<file path="config.mk">
export PLATFORM = sky130hd
export DESIGN_NAME = font_face_best_match_select_flat
export DESIGN_NICKNAME = d
export VERILOG_FILES = /design/src/ffbms_pkg.sv /design/src/ffbms_if.sv /design/src/ffbms_score.sv /design/src/ffbms_best.sv /design/src/font_face_best_match_select.sv /design/src/flat_wrapper.sv
export VERILOG_INCLUDE_DIRS = /design/src /design/src/src
export SDC_FILE = /design/constraint.sdc
export NUM_CORES = 1
export LEC_CHECK = 0
export ABC_AREA = 1
export CAP_MARGIN = 30
export CORE_ASPECT_RATIO = 1.25
export CORE_UTILIZATION = 30
export DETAILED_ROUTE_END_ITERATION = 8
export DONT_BUFFER_PORTS = 1
export SYNTH_ARGS = -nofsm -noshare
export SYNTH_HDL_FRONTEND = slang
export SYNTH_SLANG_ARGS = --single-unit
export TNS_END_PERCENT = 30
</file>
<file path="constraint.sdc">
create_clock -name clk -period 16.32 [get_ports clk]
set_clock_uncertainty 0.15 [all_clocks]
set_input_delay 0.816 -clock clk [delete_from_list [all_inputs] [get_ports clk]]
set_output_delay 0.816 -clock clk [all_outputs]
set_load 0.03 [all_outputs]
</file>
<file path="src/font_face_best_match_select_macros.svh">
// Assertion macros shared by the font face selection RTL.
`ifndef FONT_FACE_BEST_MATCH_SELECT_MACROS_SVH
`define FONT_FACE_BEST_MATCH_SELECT_MACROS_SVH

// Same-cycle implication, checked on every rising edge outside reset.
`define FFBMS_ASSERT_NOW(lbl, clk, rst_n, ante, cons, msg) \
    lbl: assert property (@(posedge clk) disable iff (!rst_n) (ante) |-> (cons)) \
        else $error(msg);

// Next-cycle implication, checked on every rising edge outside reset.
`define FFBMS_ASSERT_NEXT(lbl, clk, rst_n, ante, cons, msg) \
    lbl: assert property (@(posedge clk) disable iff (!rst_n) (ante) |=> (cons)) \
        else $error(msg);

`endif

</file>
<file path="src/ffbms_pkg.sv">
// Package with widths, cost constants, codes and types of the font face selector.
package ffbms_pkg;

    // Field widths.
    localparam int WEIGHT_W  = 10;
    localparam int STYLE_W   = 2;
    localparam int STRETCH_W = 4;
    localparam int SEQ_W     = 32;
    localparam int SCORE_W   = 14;
    localparam int CFG_IDX_W = 2;
    localparam int CFG_DATA_W = 10;

    // Style codes.
    localparam logic [STYLE_W-1:0] STYLE_NORMAL  = 2'd0;
    localparam logic [STYLE_W-1:0] STYLE_ITALIC  = 2'd1;
    localparam logic [STYLE_W-1:0] STYLE_OBLIQUE = 2'd2;

    // Penalty costs.
    localparam logic [SCORE_W-1:0] STYLE_FULL_COST         = 14'd10000;
    localparam logic [SCORE_W-1:0] STYLE_NEAR_COST         = 14'd5000;
    localparam logic [10:0]        STRETCH_STEP_COST       = 11'd100;
    localparam logic [SCORE_W-1:0] STRETCH_WRONG_SIDE_COST = 14'd1000;
    localparam logic [STRETCH_W-1:0] STRETCH_NORMAL        = 4'd5;

    // Largest score any bit pattern can give.
    localparam logic [SCORE_W-1:0] SCORE_MAX = 14'd13523;

    // Reset values of the request registers.
    localparam logic [WEIGHT_W-1:0]  RESET_WEIGHT  = 10'd400;
    localparam logic [STYLE_W-1:0]   RESET_STYLE   = STYLE_NORMAL;
    localparam logic [STRETCH_W-1:0] RESET_STRETCH = STRETCH_NORMAL;

    // Configuration register indexes.
    typedef enum logic [CFG_IDX_W-1:0] {
        CFG_REQUEST_WEIGHT  = 2'd0,
        CFG_REQUEST_STYLE   = 2'd1,
        CFG_REQUEST_STRETCH = 2'd2
    } cfg_index_t;

    // Scored face handed to the running-best stage.
    typedef struct packed {
        logic               valid;
        logic               match;
        logic               last;
        logic [SCORE_W-1:0] score;
        logic [SEQ_W-1:0]   seq_num;
    } cand_t;

    // Result payload.
    typedef struct packed {
        logic               found;
        logic [SEQ_W-1:0]   best_sequence;
        logic [SCORE_W-1:0] best_score;
    } result_t;

endpackage

</file>
<file path="src/ffbms_if.sv">
// Channel interfaces for face input beats and result beats.
interface ffbms_face_if;
    logic                                valid;
    logic                                ready;
    logic                                family_match;
    logic [ffbms_pkg::WEIGHT_W-1:0]      face_weight;
    logic [ffbms_pkg::STYLE_W-1:0]       face_style;
    logic [ffbms_pkg::STRETCH_W-1:0]     face_stretch;
    logic [ffbms_pkg::SEQ_W-1:0]         face_sequence;
    logic                                last_face;

    modport source (
        output valid, family_match, face_weight, face_style, face_stretch,
               face_sequence, last_face,
        input  ready
    );
    modport sink (
        input  valid, family_match, face_weight, face_style, face_stretch,
               face_sequence, last_face,
        output ready
    );
endinterface

interface ffbms_result_if;
    logic                            valid;
    logic                            ready;
    logic                            found;
    logic [ffbms_pkg::SEQ_W-1:0]     best_sequence;
    logic [ffbms_pkg::SCORE_W-1:0]   best_score;

    modport source (
        output valid, found, best_sequence, best_score,
        input  ready
    );
    modport sink (
        input  valid, found, best_sequence, best_score,
        output ready
    );
endinterface

</file>
<file path="src/ffbms_score.sv">
// Penalty score of one face against the requested weight, style and stretch.
module ffbms_score (
    input  logic [ffbms_pkg::WEIGHT_W-1:0]  face_weight,
    input  logic [ffbms_pkg::STYLE_W-1:0]   face_style,
    input  logic [ffbms_pkg::STRETCH_W-1:0] face_stretch,
    input  logic [ffbms_pkg::WEIGHT_W-1:0]  request_weight,
    input  logic [ffbms_pkg::STYLE_W-1:0]   request_style,
    input  logic [ffbms_pkg::STRETCH_W-1:0] request_stretch,
    output logic [ffbms_pkg::SCORE_W-1:0]   score
);

    logic [ffbms_pkg::SCORE_W-1:0]    style_cost;
    logic signed [ffbms_pkg::STRETCH_W:0] stretch_diff;
    logic [ffbms_pkg::STRETCH_W-1:0]  stretch_abs;
    logic [10:0]                      stretch_steps;
    logic                             preferred_side;
    logic [ffbms_pkg::SCORE_W-1:0]    stretch_cost;
    logic [ffbms_pkg::WEIGHT_W-1:0]   weight_diff;

    // Style: italic and oblique are near neighbors, anything else costs in full.
    always_comb
    begin
        if (face_style == request_style)
        begin
            style_cost = '0;
        end
        else if ((face_style == ffbms_pkg::STYLE_ITALIC &&
                  request_style == ffbms_pkg::STYLE_OBLIQUE) ||
                 (face_style == ffbms_pkg::STYLE_OBLIQUE &&
                  request_style == ffbms_pkg::STYLE_ITALIC))
        begin
            style_cost = ffbms_pkg::STYLE_NEAR_COST;
        end
        else
        begin
            style_cost = ffbms_pkg::STYLE_FULL_COST;
        end
    end

    // Stretch: steps cost 100 each, plus a fixed cost on the wrong side of normal.
    always_comb
    begin
        stretch_diff = signed'({1'b0, face_stretch}) - signed'({1'b0, request_stretch});
        stretch_abs  = stretch_diff[ffbms_pkg::STRETCH_W] ?
                       ffbms_pkg::STRETCH_W'(-stretch_diff) :
                       stretch_diff[ffbms_pkg::STRETCH_W-1:0];
        stretch_steps = 11'(stretch_abs) * ffbms_pkg::STRETCH_STEP_COST;
        preferred_side =
            (request_stretch < ffbms_pkg::STRETCH_NORMAL && stretch_diff[ffbms_pkg::STRETCH_W]) ||
            (request_stretch > ffbms_pkg::STRETCH_NORMAL && !stretch_diff[ffbms_pkg::STRETCH_W] &&
             stretch_diff != '0);
        if (stretch_diff == '0)
        begin
            stretch_cost = '0;
        end
        else if (preferred_side)
        begin
            stretch_cost = ffbms_pkg::SCORE_W'(stretch_steps);
        end
        else
        begin
            stretch_cost = ffbms_pkg::SCORE_W'(stretch_steps) +
                           ffbms_pkg::STRETCH_WRONG_SIDE_COST;
        end
    end

    // Weight: plain distance.
    assign weight_diff = (face_weight >= request_weight) ? (face_weight - request_weight)
                                                         : (request_weight - face_weight);

    assign score = style_cost + stretch_cost + ffbms_pkg::SCORE_W'(weight_diff);

endmodule

</file>
<file path="src/ffbms_best.sv">
// Running best face and the result output register.
module ffbms_best (
    input  logic                clk,
    input  logic                rst_n,
    input  ffbms_pkg::cand_t    cand,
    output logic                cand_ready,
    output logic                result_valid,
    input  logic                result_ready,
    output ffbms_pkg::result_t  result
);

    logic                          have_reg, have_next;
    logic [ffbms_pkg::SCORE_W-1:0] lowest_reg, lowest_next;
    logic [ffbms_pkg::SEQ_W-1:0]   winner_reg, winner_next;
    logic                          out_valid_reg, out_valid_next;
    ffbms_pkg::result_t            out_reg, out_next;
    logic                          take;
    logic                          wins;
    logic                          upd_have;
    logic [ffbms_pkg::SCORE_W-1:0] upd_lowest;
    logic [ffbms_pkg::SEQ_W-1:0]   upd_winner;

    // Only a last face needs the output register; other faces always pass.
    assign cand_ready = !cand.last || !out_valid_reg || result_ready;
    assign take       = cand.valid && cand_ready;

    // Compare against the running best; a tie goes to the later declaration.
    always_comb
    begin
        wins = cand.match &&
               (!have_reg || cand.score < lowest_reg ||
                (cand.score == lowest_reg && cand.seq_num > winner_reg));
        upd_have   = have_reg || wins;
        upd_lowest = wins ? cand.score : lowest_reg;
        upd_winner = wins ? cand.seq_num : winner_reg;
    end

    // Next state of the running best and of the output register.
    always_comb
    begin
        have_next      = have_reg;
        lowest_next    = lowest_reg;
        winner_next    = winner_reg;
        out_valid_next = out_valid_reg && !result_ready;
        out_next       = out_reg;
        if (take)
        begin
            if (cand.last)
            begin
                have_next              = 1'b0;
                lowest_next            = '0;
                winner_next            = '0;
                out_valid_next         = 1'b1;
                out_next.found         = upd_have;
                out_next.best_sequence = upd_have ? upd_winner : '0;
                out_next.best_score    = upd_have ? upd_lowest : '0;
            end
            else
            begin
                have_next   = upd_have;
                lowest_next = upd_lowest;
                winner_next = upd_winner;
            end
        end
    end

    // Control state and running best.
    always_ff @(posedge clk or negedge rst_n)
    begin
        if (!rst_n)
        begin
            have_reg      <= 1'b0;
            lowest_reg    <= '0;
            winner_reg    <= '0;
            out_valid_reg <= 1'b0;
        end
        else
        begin
            have_reg      <= have_next;
            lowest_reg    <= lowest_next;
            winner_reg    <= winner_next;
            out_valid_reg <= out_valid_next;
        end
    end

    // Result payload.
    always_ff @(posedge clk)
    begin
        out_reg <= out_next;
    end

    assign result_valid = out_valid_reg;
    assign result       = out_reg;

endmodule

</file>
<file path="src/font_face_best_match_select.sv">
// Top level of the CSS-style best font face selector.
//
//  Channel  Direction  Beat contents
//  face     in         family_match, face_weight, face_style, face_stretch,
//                      face_sequence, last_face
//  result   out        found, best_sequence, best_score
//  cfg_*    in         request_weight, request_style, request_stretch writes
//
// One face beat is taken every cycle unless a waiting result stalls the input; scoring
// and the running-best compare are combinational between the input register and the result register.
// A result beat is registered: its last face passes the input register, then the result register.
// Reset clears the input register, the running best and loads the default request.
// A waiting result stalls the input only when a last face sits in the input register.
`include "font_face_best_match_select_macros.svh"

module font_face_best_match_select (
    input  logic                               clk,
    input  logic                               rst_n,
    ffbms_face_if.sink                         face,
    ffbms_result_if.source                     result,
    input  logic                               cfg_write,
    input  logic [ffbms_pkg::CFG_IDX_W-1:0]    cfg_index,
    input  logic [ffbms_pkg::CFG_DATA_W-1:0]   cfg_data
);

    logic [ffbms_pkg::WEIGHT_W-1:0]  req_weight_reg;
    logic [ffbms_pkg::STYLE_W-1:0]   req_style_reg;
    logic [ffbms_pkg::STRETCH_W-1:0] req_stretch_reg;

    logic                            s1_valid_reg, s1_valid_next;
    logic                            s1_match_reg;
    logic [ffbms_pkg::WEIGHT_W-1:0]  s1_weight_reg;
    logic [ffbms_pkg::STYLE_W-1:0]   s1_style_reg;
    logic [ffbms_pkg::STRETCH_W-1:0] s1_stretch_reg;
    logic [ffbms_pkg::SEQ_W-1:0]     s1_sequence_reg;
    logic                            s1_last_reg;

    ffbms_pkg::cand_t                cand;
    logic [ffbms_pkg::SCORE_W-1:0]   s1_score;
    logic                            best_ready;
    ffbms_pkg::result_t              best_result;

    // Configuration writes; an index beyond the list is ignored.
    always_ff @(posedge clk or negedge rst_n)
    begin
        if (!rst_n)
        begin
            req_weight_reg  <= ffbms_pkg::RESET_WEIGHT;
            req_style_reg   <= ffbms_pkg::RESET_STYLE;
            req_stretch_reg <= ffbms_pkg::RESET_STRETCH;
        end
        else if (cfg_write)
        begin
            case (ffbms_pkg::cfg_index_t'(cfg_index))
                ffbms_pkg::CFG_REQUEST_WEIGHT:
                    req_weight_reg <= cfg_data[ffbms_pkg::WEIGHT_W-1:0];
                ffbms_pkg::CFG_REQUEST_STYLE:
                    req_style_reg <= cfg_data[ffbms_pkg::STYLE_W-1:0];
                ffbms_pkg::CFG_REQUEST_STRETCH:
                    req_stretch_reg <= cfg_data[ffbms_pkg::STRETCH_W-1:0];
                default:
                    req_weight_reg <= req_weight_reg;
            endcase
        end
    end

    // The input register frees up whenever the running-best stage takes its face.
    assign face.ready    = !s1_valid_reg || best_ready;
    assign s1_valid_next = face.ready ? face.valid : s1_valid_reg;

    // Input register.
    always_ff @(posedge clk or negedge rst_n)
    begin
        if (!rst_n)
        begin
            s1_valid_reg <= 1'b0;
        end
        else
        begin
            s1_valid_reg <= s1_valid_next;
        end
    end

    always_ff @(posedge clk)
    begin
        if (face.valid && face.ready)
        begin
            s1_match_reg    <= face.family_match;
            s1_weight_reg   <= face.face_weight;
            s1_style_reg    <= face.face_style;
            s1_stretch_reg  <= face.face_stretch;
            s1_sequence_reg <= face.face_sequence;
            s1_last_reg     <= face.last_face;
        end
    end

    // Face scoring.
    ffbms_score u_score (
        .face_weight     (s1_weight_reg),
        .face_style      (s1_style_reg),
        .face_stretch    (s1_stretch_reg),
        .request_weight  (req_weight_reg),
        .request_style   (req_style_reg),
        .request_stretch (req_stretch_reg),
        .score           (s1_score)
    );

    // Scored face offered to the running-best stage.
    always_comb
    begin
        cand.valid   = s1_valid_reg;
        cand.match   = s1_match_reg;
        cand.last    = s1_last_reg;
        cand.score   = s1_score;
        cand.seq_num = s1_sequence_reg;
    end

    // Running best and result register.
    ffbms_best u_best (
        .clk          (clk),
        .rst_n        (rst_n),
        .cand         (cand),
        .cand_ready   (best_ready),
        .result_valid (result.valid),
        .result_ready (result.ready),
        .result       (best_result)
    );

    assign result.found         = best_result.found;
    assign result.best_sequence = best_result.best_sequence;
    assign result.best_score    = best_result.best_score;

    // Checks on the scored face and the result.
    `FFBMS_ASSERT_NOW(a_score_bound, clk, rst_n, cand.valid && cand.match,
        cand.score <= ffbms_pkg::SCORE_MAX, "face score out of range")
    `FFBMS_ASSERT_NEXT(a_last_gives_result, clk, rst_n,
        cand.valid && best_ready && cand.last, result.valid,
        "last face taken without a result")
    `FFBMS_ASSERT_NOW(a_empty_result_zero, clk, rst_n, result.valid && !result.found,
        result.best_sequence == '0 && result.best_score == '0,
        "empty result carries nonzero payload")

endmodule

</file>
<file path="src/flat_wrapper.sv">
// flat-port wrapper written by rule: the top's interface ports become plain ports
module font_face_best_match_select_flat 
  (clk, rst_n, cfg_write, cfg_index, cfg_data, face_valid, face_family_match, face_face_weight, face_face_style, face_face_stretch, face_face_sequence, face_last_face, face_ready, result_valid, result_found, result_best_sequence, result_best_score, result_ready);
  ffbms_face_if face_i ();
  ffbms_result_if result_i ();
  input  logic clk;
  input  logic rst_n;
  input  logic cfg_write;
  input  logic [ffbms_pkg::CFG_IDX_W-1:0] cfg_index;
  input  logic [ffbms_pkg::CFG_DATA_W-1:0] cfg_data;
  input wire logic [$bits(face_i.valid)-1:0] face_valid;
  input wire logic [$bits(face_i.family_match)-1:0] face_family_match;
  input wire logic [$bits(face_i.face_weight)-1:0] face_face_weight;
  input wire logic [$bits(face_i.face_style)-1:0] face_face_style;
  input wire logic [$bits(face_i.face_stretch)-1:0] face_face_stretch;
  input wire logic [$bits(face_i.face_sequence)-1:0] face_face_sequence;
  input wire logic [$bits(face_i.last_face)-1:0] face_last_face;
  output wire logic [$bits(face_i.ready)-1:0] face_ready;
  output wire logic [$bits(result_i.valid)-1:0] result_valid;
  output wire logic [$bits(result_i.found)-1:0] result_found;
  output wire logic [$bits(result_i.best_sequence)-1:0] result_best_sequence;
  output wire logic [$bits(result_i.best_score)-1:0] result_best_score;
  input wire logic [$bits(result_i.ready)-1:0] result_ready;
  assign face_i.valid = face_valid;
  assign face_i.family_match = face_family_match;
  assign face_i.face_weight = face_face_weight;
  assign face_i.face_style = face_face_style;
  assign face_i.face_stretch = face_face_stretch;
  assign face_i.face_sequence = face_face_sequence;
  assign face_i.last_face = face_last_face;
  assign face_ready = face_i.ready;
  assign result_valid = result_i.valid;
  assign result_found = result_i.found;
  assign result_best_sequence = result_i.best_sequence;
  assign result_best_score = result_i.best_score;
  assign result_i.ready = result_ready;
  font_face_best_match_select u_core (.clk(clk), .rst_n(rst_n), .face(face_i), .result(result_i), .cfg_write(cfg_write), .cfg_index(cfg_index), .cfg_data(cfg_data));
endmodule
</file>
* Yosys cells after proc, flatten, opt, wreduce, memory -nomap -nowiden
Cells that the tools add are included.
** Word-level totals
- Bits in registers :: 162
- Output and inout bits :: 49
- Input bits :: 67
- Logic and storage cells :: 82
** Cells by class
- Muxes and demuxes :: 13
- Multiply operators :: 1
- $add $sub $neg :: 7
- Order comparisons :: 5
- Reduce and logical (&&, ||, !) cells :: 31
- Equality and inequality tests :: 8
** Operators by type and width (count)
- $mux W32 :: 2
- $mux W14 :: 4
- $gt A32 B32 Y1 :: 1
- $mux W12 :: 2
- $sub A10 B10 Y10 :: 2
- $add A14 B10 Y14 :: 1
- $add A14 B14 Y14 :: 1
- $eq A14 B14 Y1 :: 1
- $lt A14 B14 Y1 :: 1
- $add A11 B10 Y12 const B :: 1
- $ge A10 B10 Y1 :: 1
- $logic_and A1 B1 Y1 :: 10
- $mux W10 :: 1
- $mul A4 B5 Y9 const B :: 1
- $logic_or A1 B1 Y1 :: 8
- $reduce_and A2 Y1 :: 4
- $eq A2 B1 Y1 const B :: 3
- $eq A2 B2 Y1 const B :: 3
- $logic_not A1 Y1 :: 6
- $logic_not A5 Y1 :: 1
- $reduce_bool A5 Y1 :: 1
- $sub A4 B4 Y5 :: 1
- $gt A4 B3 Y1 const B :: 1
- $lt A4 B3 Y1 const B :: 1
- other kinds (5) :: 7

* Depth between registers and ports, before layout
Gate-level depths: netlist (run 1).
- Depth after elaboration :: 15
- Depth in mapped cells :: 41
- Mapped depth without buffers :: 40

* Cells and area by module
A second synthesis (run 1) with hierarchy kept.
** Unflattened totals
- Cell total of the unflattened synthesis :: 1241
- Area total of the unflattened synthesis :: 10675.2 um2
** By module, submodules not included
- ffbms_best :: area each 5997.0 um2, cells an instance 708, instances 1
- ffbms_score :: area each 2459.9 um2, cells an instance 404, instances 1
- font_face_best_match_select :: area each 2218.4 um2, cells an instance 129, instances 1

* Worst setup path before layout (run 1)
Ideal clock, no wire load.
- Path type :: register -> register
- Start :: register u_core.req_stretch_reg[0] (netlist name)
- End :: register u_core.u_best.out_reg, in the netlist u_core.u_best.result[12], data pin
- Data required time :: 15.906 ns
- Path slack :: 9.886 ns
- Stages on the path, launching flop included :: 37
- Arrival time :: 6.020 ns
- Buffers on the path :: 2
- Clock period less this slack :: 6.434 ns
- Path through :: dfstp_2 > ha_1 > fa_1 > ha_1 > inv_1 > nand2_1 > xor2_1 > ha_1 > inv_1 > fa_1 > xor2_1 > nand2_1 > nor3_1 > xnor2_1 > nand2_1 > o211ai_1 > fa_1 > inv_1 > ha_1 > inv_1 > o21ai_0 > nand3_1 > nand4_1 > xnor2_1 > inv_1 > ha_1 > nand4_1 > nor3_2 > nand4_1 > a21oi_1 > nand2_1 > nand2_2 > buf_8 > buf_12 > nand3_2 > nand2_1 > nor2_2
** Between the ends
- Word-level cells in the longest chain between the ends :: 14
** RTL lines
- from (decl) :: line font_face_best_match_select.sv:28 : logic [ffbms_pkg::STRETCH_W-1:0] req_stretch_reg;
- from (signal assigned) :: line font_face_best_match_select.sv:50 : req_stretch_reg <= ffbms_pkg::RESET_STRETCH;
- from (signal assigned) :: line font_face_best_match_select.sv:60 : req_stretch_reg <= cfg_data[ffbms_pkg::STRETCH_W-1:0];
- $sub A4 B4 Y5 :: line ffbms_score.sv:43 : stretch_diff = signed'({1'b0, face_stretch}) - signed'({1'b0, request_stretch});
- $neg A4 Y4 / $logic_not A1 Y1 (equally long branches) :: line ffbms_score.sv:45, ffbms_score.sv:50
- $mux W4 / $logic_and A1 B1 Y1 (equally long branches) :: line ffbms_score.sv:44, ffbms_score.sv:50
- $mul A4 B5 Y9 / $logic_and A1 B1 Y1 (equally long branches) :: line ffbms_score.sv:47, ffbms_score.sv:50
- $add A11 B10 Y12 / $logic_or A1 B1 Y1 (equally long branches) :: line ffbms_score.sv:62, ffbms_score.sv:49
- $mux W12 :: line ffbms_score.sv:56 : else if (preferred_side)
- $mux W12 (*) :: line ffbms_score.sv:52 : if (stretch_diff == '0)
- $add A14 B14 Y14 (*) :: line ffbms_score.sv:71 : assign score = style_cost + stretch_cost + ffbms_pkg::SCORE_W'(weight_diff);
- $add A14 B10 Y14 (*) :: line ffbms_score.sv:71
- $lt A14 B14 Y1 / $eq A14 B14 Y1 (equally long branches) :: line ffbms_best.sv:31, ffbms_best.sv:32
- $logic_or A1 B1 Y1 / $logic_and A1 B1 Y1 (equally long branches) :: line ffbms_best.sv:31, ffbms_best.sv:32
- $logic_or A1 B1 Y1 :: line ffbms_best.sv:31 : (!have_reg || cand.score < lowest_reg ||
- $logic_and A1 B1 Y1 :: line ffbms_best.sv:30 : wins = cand.match &&
- $mux W14 / $logic_or A1 B1 Y1 (equally long branches) :: line ffbms_best.sv:34, ffbms_best.sv:33
- to (signal assigned) :: line ffbms_best.sv:89 : out_reg <= out_next;
- to (decl) :: line ffbms_best.sv:16 : ffbms_pkg::result_t out_reg, out_next;
Every way passes the cells marked *; elsewhere a longest branch is shown, timed or not.
A chain may end at the register's enable or synchronous reset.

* Worst setup path after layout (run 1)
- Start :: register u_core.req_stretch_reg[0] (netlist name)
- End :: register u_core.u_best.out_reg, in the netlist u_core.u_best.result[45], data pin
** Between the ends
- Word-level cells in the longest chain between the ends :: 14
** RTL lines (line)
- $sub A4 B4 Y5 :: ffbms_score.sv:43
- $neg A4 Y4 / $logic_not A1 Y1 (equally long branches) :: ffbms_score.sv:45, ffbms_score.sv:50
- $mux W4 / $logic_and A1 B1 Y1 (equally long branches) :: ffbms_score.sv:44, ffbms_score.sv:50
- $mul A4 B5 Y9 / $logic_and A1 B1 Y1 (equally long branches) :: ffbms_score.sv:47, ffbms_score.sv:50
- $add A11 B10 Y12 / $logic_or A1 B1 Y1 (equally long branches) :: ffbms_score.sv:62, ffbms_score.sv:49
- $mux W12 :: ffbms_score.sv:56
- $mux W12 (*) :: ffbms_score.sv:52
- $add A14 B14 Y14 (*) :: ffbms_score.sv:71
- $add A14 B10 Y14 (*) :: ffbms_score.sv:71
- $lt A14 B14 Y1 / $eq A14 B14 Y1 (equally long branches) :: ffbms_best.sv:31, ffbms_best.sv:32
- $logic_or A1 B1 Y1 / $logic_and A1 B1 Y1 (equally long branches) :: ffbms_best.sv:31, ffbms_best.sv:32
- $logic_or A1 B1 Y1 (*) :: ffbms_best.sv:31
- $logic_and A1 B1 Y1 (*) :: ffbms_best.sv:30
- $mux W32 / $logic_or A1 B1 Y1 (equally long branches) :: ffbms_best.sv:35, ffbms_best.sv:33
Marked as above.

==> results of run 1 <==
-- worst max path at each step --
stage	start	end
after floorplan	u_core.req_stretch_reg[0]	u_core.u_best.result[12]
after global placement	u_core.req_stretch_reg[0]	u_core.u_best.result[12]
after detailed placement	u_core.req_stretch_reg[0]	u_core.u_best.result[3]
after CTS	u_core.req_stretch_reg[0]	u_core.u_best.result[3]
after global routing	u_core.s1_stretch_reg[0]	u_core.u_best.result[45]
final	u_core.req_stretch_reg[0]	u_core.u_best.result[45]
-- per-layer routing --
metal	track usage [%]	up-vias	part of all wire [%]
met5	0	-	0
li1	-	3758	-
met3	2.92	27	4.4
met2	24.6	157	50
met1	16.7	3423	44
met4	5.09	0	2.2
-- cells in the mapped netlist, drive strengths merged, types with 2 or more instances --
cell type	number	area share [%]
nand2	298	11
inv	196	7.2
nand3	113	7.5
nor2	99	3.9
edfxtp	97	28
ha	93	11
dfrtp	60	15
a21oi	54	2.7
o21ai	42	2.1
buf	19	1.7
xor2	18	1.6
clkbuf	11	0.40
fa	10	2.0
xnor2	10	0.85
nand4	9	0.76
nor3	7	0.44
dfstp	5	1.3
a21o	3	0.22
o211ai	3	0.27
o21a	3	0.22
o21bai	3	0.22
clkinv	2	0.085
mux2	2	0.22
-- cell type report --
type                       count  area (um^2)  share of cell area [%]
clock buffer                  18          429                    3.80
clock inverter                14          219                    1.94
inverter                     198          744                    6.59
multi-input combinational    778         4760                    42.1
sequential                   162         4550                    40.2
tap                          423          529                    4.68
timing repair buffer           7         72.6                   0.642
-- logic make-up after synthesis --
logic type,Yosys count
AOI/OAI and AO/OA,114
xor gates and xnor gates,28
adders and majority gates,103
buffers and inverters,228
DFF,162
muxes,2
and+or+nand+nor,531
-- through the flow --
step                hold WS (ns)  cells
floorplan                  0.299   1168
global placement           0.312   1567
detailed placement         0.315   1567
CTS                       0.0487   1600
global route              0.0462   1600
finish                    0.0648   1600
-- worst max-delay path: cells and delay by family (launching register included) --
family / cells / cell delay (ns)
AO/OA/AOI/OAI: 3 / 0.29
XOR/XNOR: 4 / 0.91
flip-flops: 1 / 0.38
adder cells (fa/ha/maj): 8 / 2.49
buffers and inverters: 5 / 0.88
AND/OR/NAND/NOR: 17 / 2.11
-- timing repair --
| item | in CTS | in global routing |
|---|---|---|
| hold endpoints to repair | 60 | 0 |
| buffers inserted | 0 | 0 |
| hold buffers | 1 | 0 |
==> impl_metrics.yaml, run 1 <==
status:
  status: "completed"
cells_and_area:
  largest_reg_flops: 47
  area_growth_pct: 10.2
  drive_above_1_share_pct: 10.0
  final_cell_mix: "nand2_1 (293), inv_1 (190), edfxtp_1 (97), ha_1 (93), nor2_1 (90)"
  final_util_pct: 33.6
  nets: 1334
  design_area_um2: 11300
  n_antenna_cell: 0
  fill_cells: 3445
  mostFrequentLayoutCell: "nand2_1"
sta:
  fmax_mhz: 133
  finalSetupTns_ns: 0
  rsz0062_at_grt: "false"
  finalCriticalPeriod_ns: 7.50
  setup_ws_ns: 8.82
  worst_pin_slew_ns: 0.947
  post-route-period-util_pct: 46.0
  finalSetupViolations: 0
  slew_viol_final: 0
  finalHoldViolations: 0
  slew_headroom_pct: 36.8
worst_setup_path:
  worstReg2RegEnd: "u_core.u_best.result[45]"
  cp-start-kind: "register"
  worstPathRequired_ns: 16.35
  slowest_delay_ns: 0.62
  critPathSlowestCell: "buf_4"
  cp.arrival_ns: 7.53
  crit_type: "reg2reg"
  cp_max_fo: 46
  r2r_start: "u_core.req_stretch_reg[0]"
  cp-end-kind: "register"
  reg2reg_depth: 37
  r2r_slack_ns: 8.82
clocking:
  clock-sinks: 162
  root_buffer: "clkbuf_16"
  htree_levels: 4
  numCtsBuffers: 17
  clkLatencyLatePin_ns: 0.45
  clockBufferDepth: 2
  clkTransAtPathRegs_ns: 0.07
  cts_tree: "yes"
  cts_resized: 0
grt:
  grt_pass1_vias: 7411
  grt_max_degree: 61
  gr-total-overflow: 0
  antenna_found_initial: 0
  grt_pass1_wl_mm: 38.2
  grtUsageTotal_pct: 14.0
synthesis:
  syn_inst: 1168
  ys_warn_count: 0
  synth-xor-area-share_pct: 2.46
  synth-compound-area-share_pct: 6.22
  synthesis.area_um2: 10300
  seq_area_frac_synth_pct: 44.3
  yosysUniqueCellTypes: 52
  synth_edf_count: 97
  ys.flop_type: "edfxtp_1"
  synthMuxAreaShare_pct: 0.220
  async_flop_share_pct: 40.1
  synth-seq-cells: 162
  postSynthAreaPerCell_um2: 8.78
  synth-simple-area-share_pct: 24.1
  synth_adder_area_share_pct: 13.3
  synth_top_family_by_area: "simple AND/OR/NAND/NOR gates"
  synth_nets: 1338
die:
  die_x_um: 167
  core_region_area_um2: 33600
  boundaryPins: 116
  design.die.area_um2: 34900
  rows: 75
  start_util_pct: 30.5
  fp.dieH_um: 209
placed_design:
  port_buffers: 0
  pre_cts_slack_ns: 8.78
  dp_hpwl_mm: 16.1
  gp_congestion: 0.866
  detailed_place.area_um2: 10600
drt:
  viasPerCell: 4.60
  drt_wl_total_mm: 23.4
  num_vias: 7365
  drt_iter0_markers: 402
  drc: 0
  antenna_left: 0
  routedWlPerCell_um: 14.6
  firstDrtPassIters: 4
flow_run:
  drv_cap: 0
hold_path:
  min_path_type: "in2async"
Power of run 1 is left out: the tool's default activity adds up to more than one toggle a clock period on the data nets, which glitch-free logic cannot reach.
==> run 2, diff against run 1 <==
- ABC_AREA: 1 -> 0
- clock period: 16.32 -> 7.71 ns (I/O delays scaled with it)
==> impl_metrics.yaml, run 2 <==
status:
  status: "completed"
cells_and_area:
  final_cell_mix: "inv_1 (99), edfxtp_1 (97), ha_1 (88), a21oi_1 (73), dlygate4sd3_1 (63)"
  nets: 1172
  final_util_pct: 39.0
  area_growth_pct: 26.7
  drive_above_1_share_pct: 15.9
  mostFrequentLayoutCell: "inv_1"
  largest_reg_flops: 47
  n_antenna_cell: 0
  design_area_um2: 12100
worst_setup_path:
  cp_max_fo: 8
  path_common_cell: "ha_1"
  worstPathRequired_ns: 7.86
  crit_type: "reg2reg"
  critPathSlowestCell: "dfstp_2"
  cp-end-kind: "register"
  cp.arrival_ns: 7.64
  cp-start-kind: "register"
  slowest_delay_ns: 0.53
flow_run:
  drv_cap: 0
clocking:
  root_buffer: "clkbuf_16"
  clockBufferDepth: 2
  cts_tree: "yes"
  clkTransAtPathRegs_ns: 0.07
  htree_levels: 4
  clock-sinks: 162
  clkLatencyLatePin_ns: 0.43
  numCtsBuffers: 17
placed_design:
  gp_congestion: 0.831
  dp_hpwl_mm: 17.0
  detailed_place.area_um2: 10500
  port_buffers: 0
synthesis:
  seq_area_frac_synth_pct: 47.5
  synth_top_area_share_pct: 30.4
  postSynthAreaPerCell_um2: 10.7
  synth_nets: 1065
  ys_warn_count: 0
  ys.flop_type: "edfxtp_1"
  synth_edf_count: 97
  synth_area_leaders: "edfxtp_1 (30%), dfrtp_1 (16%), ha_1 (12%), a21oi_1 (4.1%), inv_1 (3.9%)"
  syn_inst: 895
  async_flop_share_pct: 40.1
  synthTopCellsByCount: "inv_1 (99), edfxtp_1 (97), ha_1 (93), a21oi_1 (78), dfrtp_1 (60)"
  synth-seq-cells: 162
  yosysMostFrequentCell: "inv_1"
  synthesis.area_um2: 9580
  yosysUniqueCellTypes: 70
  synth_top_cell_by_area: "edfxtp_1"
sta:
  slew_viol_final: 0
  finalHoldViolations: 0
  finalSetupViolations: 0
  fmax_mhz: 134
  worst_pin_slew_ns: 1.04
  slew_headroom_pct: 30.4
  finalSetupTns_ns: 0
  post-route-period-util_pct: 97.1
  finalCriticalPeriod_ns: 7.49
grt:
  grt_pass1_vias: 7410
  grt_max_degree: 66
  gr-total-overflow: 0
  antenna_found_initial: 1
  grt_pass1_wl_mm: 38.4
  grtUsageTotal_pct: 15.1
drt:
  drt_iter0_markers: 424
  firstDrtPassIters: 7
  antenna_left: 0
  drt_wl_total_mm: 24.9
  viasPerCell: 5.13
  drc: 0
  num_vias: 7294
  routedWlPerCell_um: 17.5
die:
  start_util_pct: 30.7
  rows: 72
  core_region_area_um2: 31200
  fp.dieH_um: 202
  design.die.area_um2: 32700
  die_x_um: 162
  boundaryPins: 116
hold_path:
  min_path_type: "in2reg"
run 2: critical path, delay by kind of cell, from the launching register on:
family          cells  cell delay [ns]
compound gates     10             1.55
fa+ha+maj           9             3.05
buf+inv             6             0.77
flops               1             0.53
simple gates        5             1.32
run 2: final timing paths:
path                       cells past startpoint                           end                         start  slack, ns
min reg2reg                                    1  u_core.u_best.lowest_reg[12]  u_core.u_best.lowest_reg[12]       0.35
max reg2reg                                   30  u_core.u_best.lowest_reg[13]     u_core.req_stretch_reg[0]       0.22
max                                           30  u_core.u_best.lowest_reg[13]     u_core.req_stretch_reg[0]       0.22
min                                            3      u_core.req_weight_reg[4]                  cfg_index[0]       0.11
min in group asynchronous                      2  u_core.u_best.winner_reg[30]                         rst_n       0.35
max in group asynchronous                      2      u_core.req_weight_reg[4]                         rst_n       6.72
run 2: through the flow:
step	setup slack, ns	hold slack, ns	cells
after detailed placement	-0.119	-0.0548	1317
after global routing	-0.0372	0.112	1422
final	0.222	0.107	1422
after floorplan	0.175	-0.0601	895
after global placement	-0.101	-0.0548	1316
after CTS	-0.000455	0.0806	1415
run 2: cell families (layout without fill, tap and decap cells):
group / count (synthesis) / in the layout / synth area share, %
AO/OA/AOI/OAI: 272 / 272 / 18.9
AND/OR/NAND/NOR: 187 / 187 / 10.1
flip-flops: 162 / 162 / 47.5
buffers and inverters: 139 / 259 / 6.09
adder cells (fa/ha/maj): 103 / 103 / 14.2
XOR/XNOR: 21 / 21 / 1.92
multiplexers: 11 / 11 / 1.25
run 2: layer usage:
layer	GRT usage, %	part of all wire (%)
met5	0	0
met4	4.78	2.0
met3	2.59	4.5
met2	27.2	51
met1	18.0	42
run 2: timing repair:
action / in CTS / in global routing
setup endpoints to repair: 91 / 92
pin swaps: 4 / 18
resized for setup: 6 / 48
hold endpoints to repair: 133 / 0
buffers inserted: 2 / 5
cloned: 0 / 2
hold buffers: 64 / 0
run 2: final cells by class:
type | instances | area (um^2)
clock inverters | 13 | 138
clock buffers | 19 | 433
multi-input cells | 594 | 4760
repair buffers | 127 | 1380
flip-flops and latches | 162 | 4550
fillers | 3022 | 19000
well taps | 407 | 509
inverters | 100 | 375
Power of run 2 is left out for the same reason.
==> run 3, diff against run 2 <==
- CORE_MARGIN: unset -> 2
- SKIP_LAST_GASP: unset -> 1
==> impl_metrics.yaml, run 3 (same netlist as run 2, synthesis figures left out) <==
status:
  status: "completed"
placed_design:
  place_inst: 1325
  dp_hpwl_mm: 17.5
  port_buffers: 0
  pre_cts_slack_ns: -0.157
  gp_congestion: 0.829
cells_and_area:
  mostFrequentLayoutCell: "edfxtp_1"
  fill_cells: 3111
  fin_cells: 1438
  final_cell_mix: "edfxtp_1 (97), inv_1 (96), ha_1 (85), a21oi_1 (75), dlygate4sd3_1 (63)"
  seq_area_um2: 4550
  multi_input_area_um2: 4790
  final_util_pct: 39.0
  nets: 1183
  largest_reg_flops: 47
  drive_above_1_share_pct: 17.3
  area_growth_pct: 28.5
  n_antenna_cell: 0
clocking:
  clkLatencyLatePin_ns: 0.44
  root_buffer: "clkbuf_16"
  cts_tree: "yes"
  clkTransAtPathRegs_ns: 0.07
  clock-sinks: 162
  clockBufferDepth: 2
  numCtsBuffers: 17
  htree_levels: 4
worst_setup_path:
  cp-end-kind: "register"
  cp_max_fo: 9
  critPathBufInv: 5
  worstPathRequired_ns: 7.93
  cp.arrival_ns: 7.73
  slowest_delay_ns: 0.56
  cpLargestDelayFamily: "adder cells"
  crit_type: "reg2reg"
  critPathSlowestCell: "dfstp_2"
  cp-start-kind: "register"
drt:
  routedWlPerCell_um: 17.9
  viasPerCell: 5.05
  drc: 0
  drt_wl_total_mm: 25.7
  antenna_left: 0
  drt_iter0_markers: 462
  firstDrtPassIters: 4
  num_vias: 7262
grt:
  grtUsageTotal_pct: 15.0
  use_met2_pct: 26.8
  gr-total-overflow: 0
  grt_pass1_vias: 7351
  grt_use_met3_pct: 2.85
  use_met1_pct: 17.9
  grt_max_degree: 66
  busiest_layer: "met2"
  grt_pass1_wl_mm: 38.6
  antenna_found_initial: 0
sta:
  fmax_mhz: 133
  post-route-period-util_pct: 97.4
  finalSetupViolations: 0
  slew_viol_final: 0
  slew_headroom_pct: 31.3
  rsz0062_at_grt: "true"
  finalCriticalPeriod_ns: 7.51
  finalHoldViolations: 0
  whs_ns: 0.110
  setup_ws_ns: 0.203
  worst_pin_slew_ns: 1.03
hold_path:
  min_path_type: "in2reg"
die:
  start_util_pct: 30.3
  rows: 73
  fp.dieH_um: 204
  boundaryPins: 116
  design.die.area_um2: 33400
  die_x_um: 164
  core_region_area_um2: 31600
flow_run:
  drv_cap: 0
==> run 3: path summary, 6_finish.rpt <==
check,slack (ns),to,startpoint,cells after the start
max,0.20,u_core.u_best.winner_reg[30],u_core.req_stretch_reg[0],31
min,0.11,u_core.req_style_reg[1],cfg_write,2
max reg2reg,0.20,u_core.u_best.winner_reg[30],u_core.req_stretch_reg[0],31
min reg2reg,0.35,u_core.u_best.lowest_reg[13],u_core.u_best.lowest_reg[13],1
max in group asynchronous,6.73,u_core.req_weight_reg[4],rst_n,2
min in group asynchronous,0.35,u_core.u_best.winner_reg[29],rst_n,2
==> run 3: worst reg2reg max path: cells and delay by family (launching register included) <==
| kind | cells | cell delay [ns] |
|---|---|---|
| flops | 1 | 0.56 |
| simple gates | 5 | 1.33 |
| xor+xnor | 2 | 0.38 |
| fa+ha+maj | 8 | 2.33 |
| compound gates | 11 | 2.18 |
| buf+inv | 5 | 0.53 |
==> run 3: area by class of cell <==
class / instances / share of cell area [%]
multi-input combinational: 594 / 38.9
clock inverter: 14 / 1.42
inverter: 100 / 3.05
tap: 412 / 4.19
clock buffer: 18 / 3.49
timing repair buffer: 138 / 12.0
sequential: 162 / 36.9
==> run 3: layer usage <==
| metal | part of all wire (%) | wire length, um |
|---|---|---|
| met2 | 52 | 13500 |
| met1 | 42 | 10800 |
| met4 | 1.7 | 441 |
| met3 | 3.8 | 977 |
| met5 | 0 | 0 |
==> run 3: what timing repair did <==
action,CTS,global route
pin swaps,3,32
gates cloned,0,5
resized for setup,4,51
buffers inserted,0,11
hold buffers,64,0
endpoints found under the setup margin,91,92
endpoints found under the hold margin,133,0
==> run 3: through the flow <==
stage | TNS [ns] | cell area (um^2)
2_1_floorplan | 0 | 9580
3_3_place_gp | -0.344 | 10600
3_5_place_dp | -7.25 | 10600
4_1_cts | 0 | 11800
5_1_grt | -2.58 | 12300
6_report | 0 | 12300
Power of run 3 is left out for the same reason.
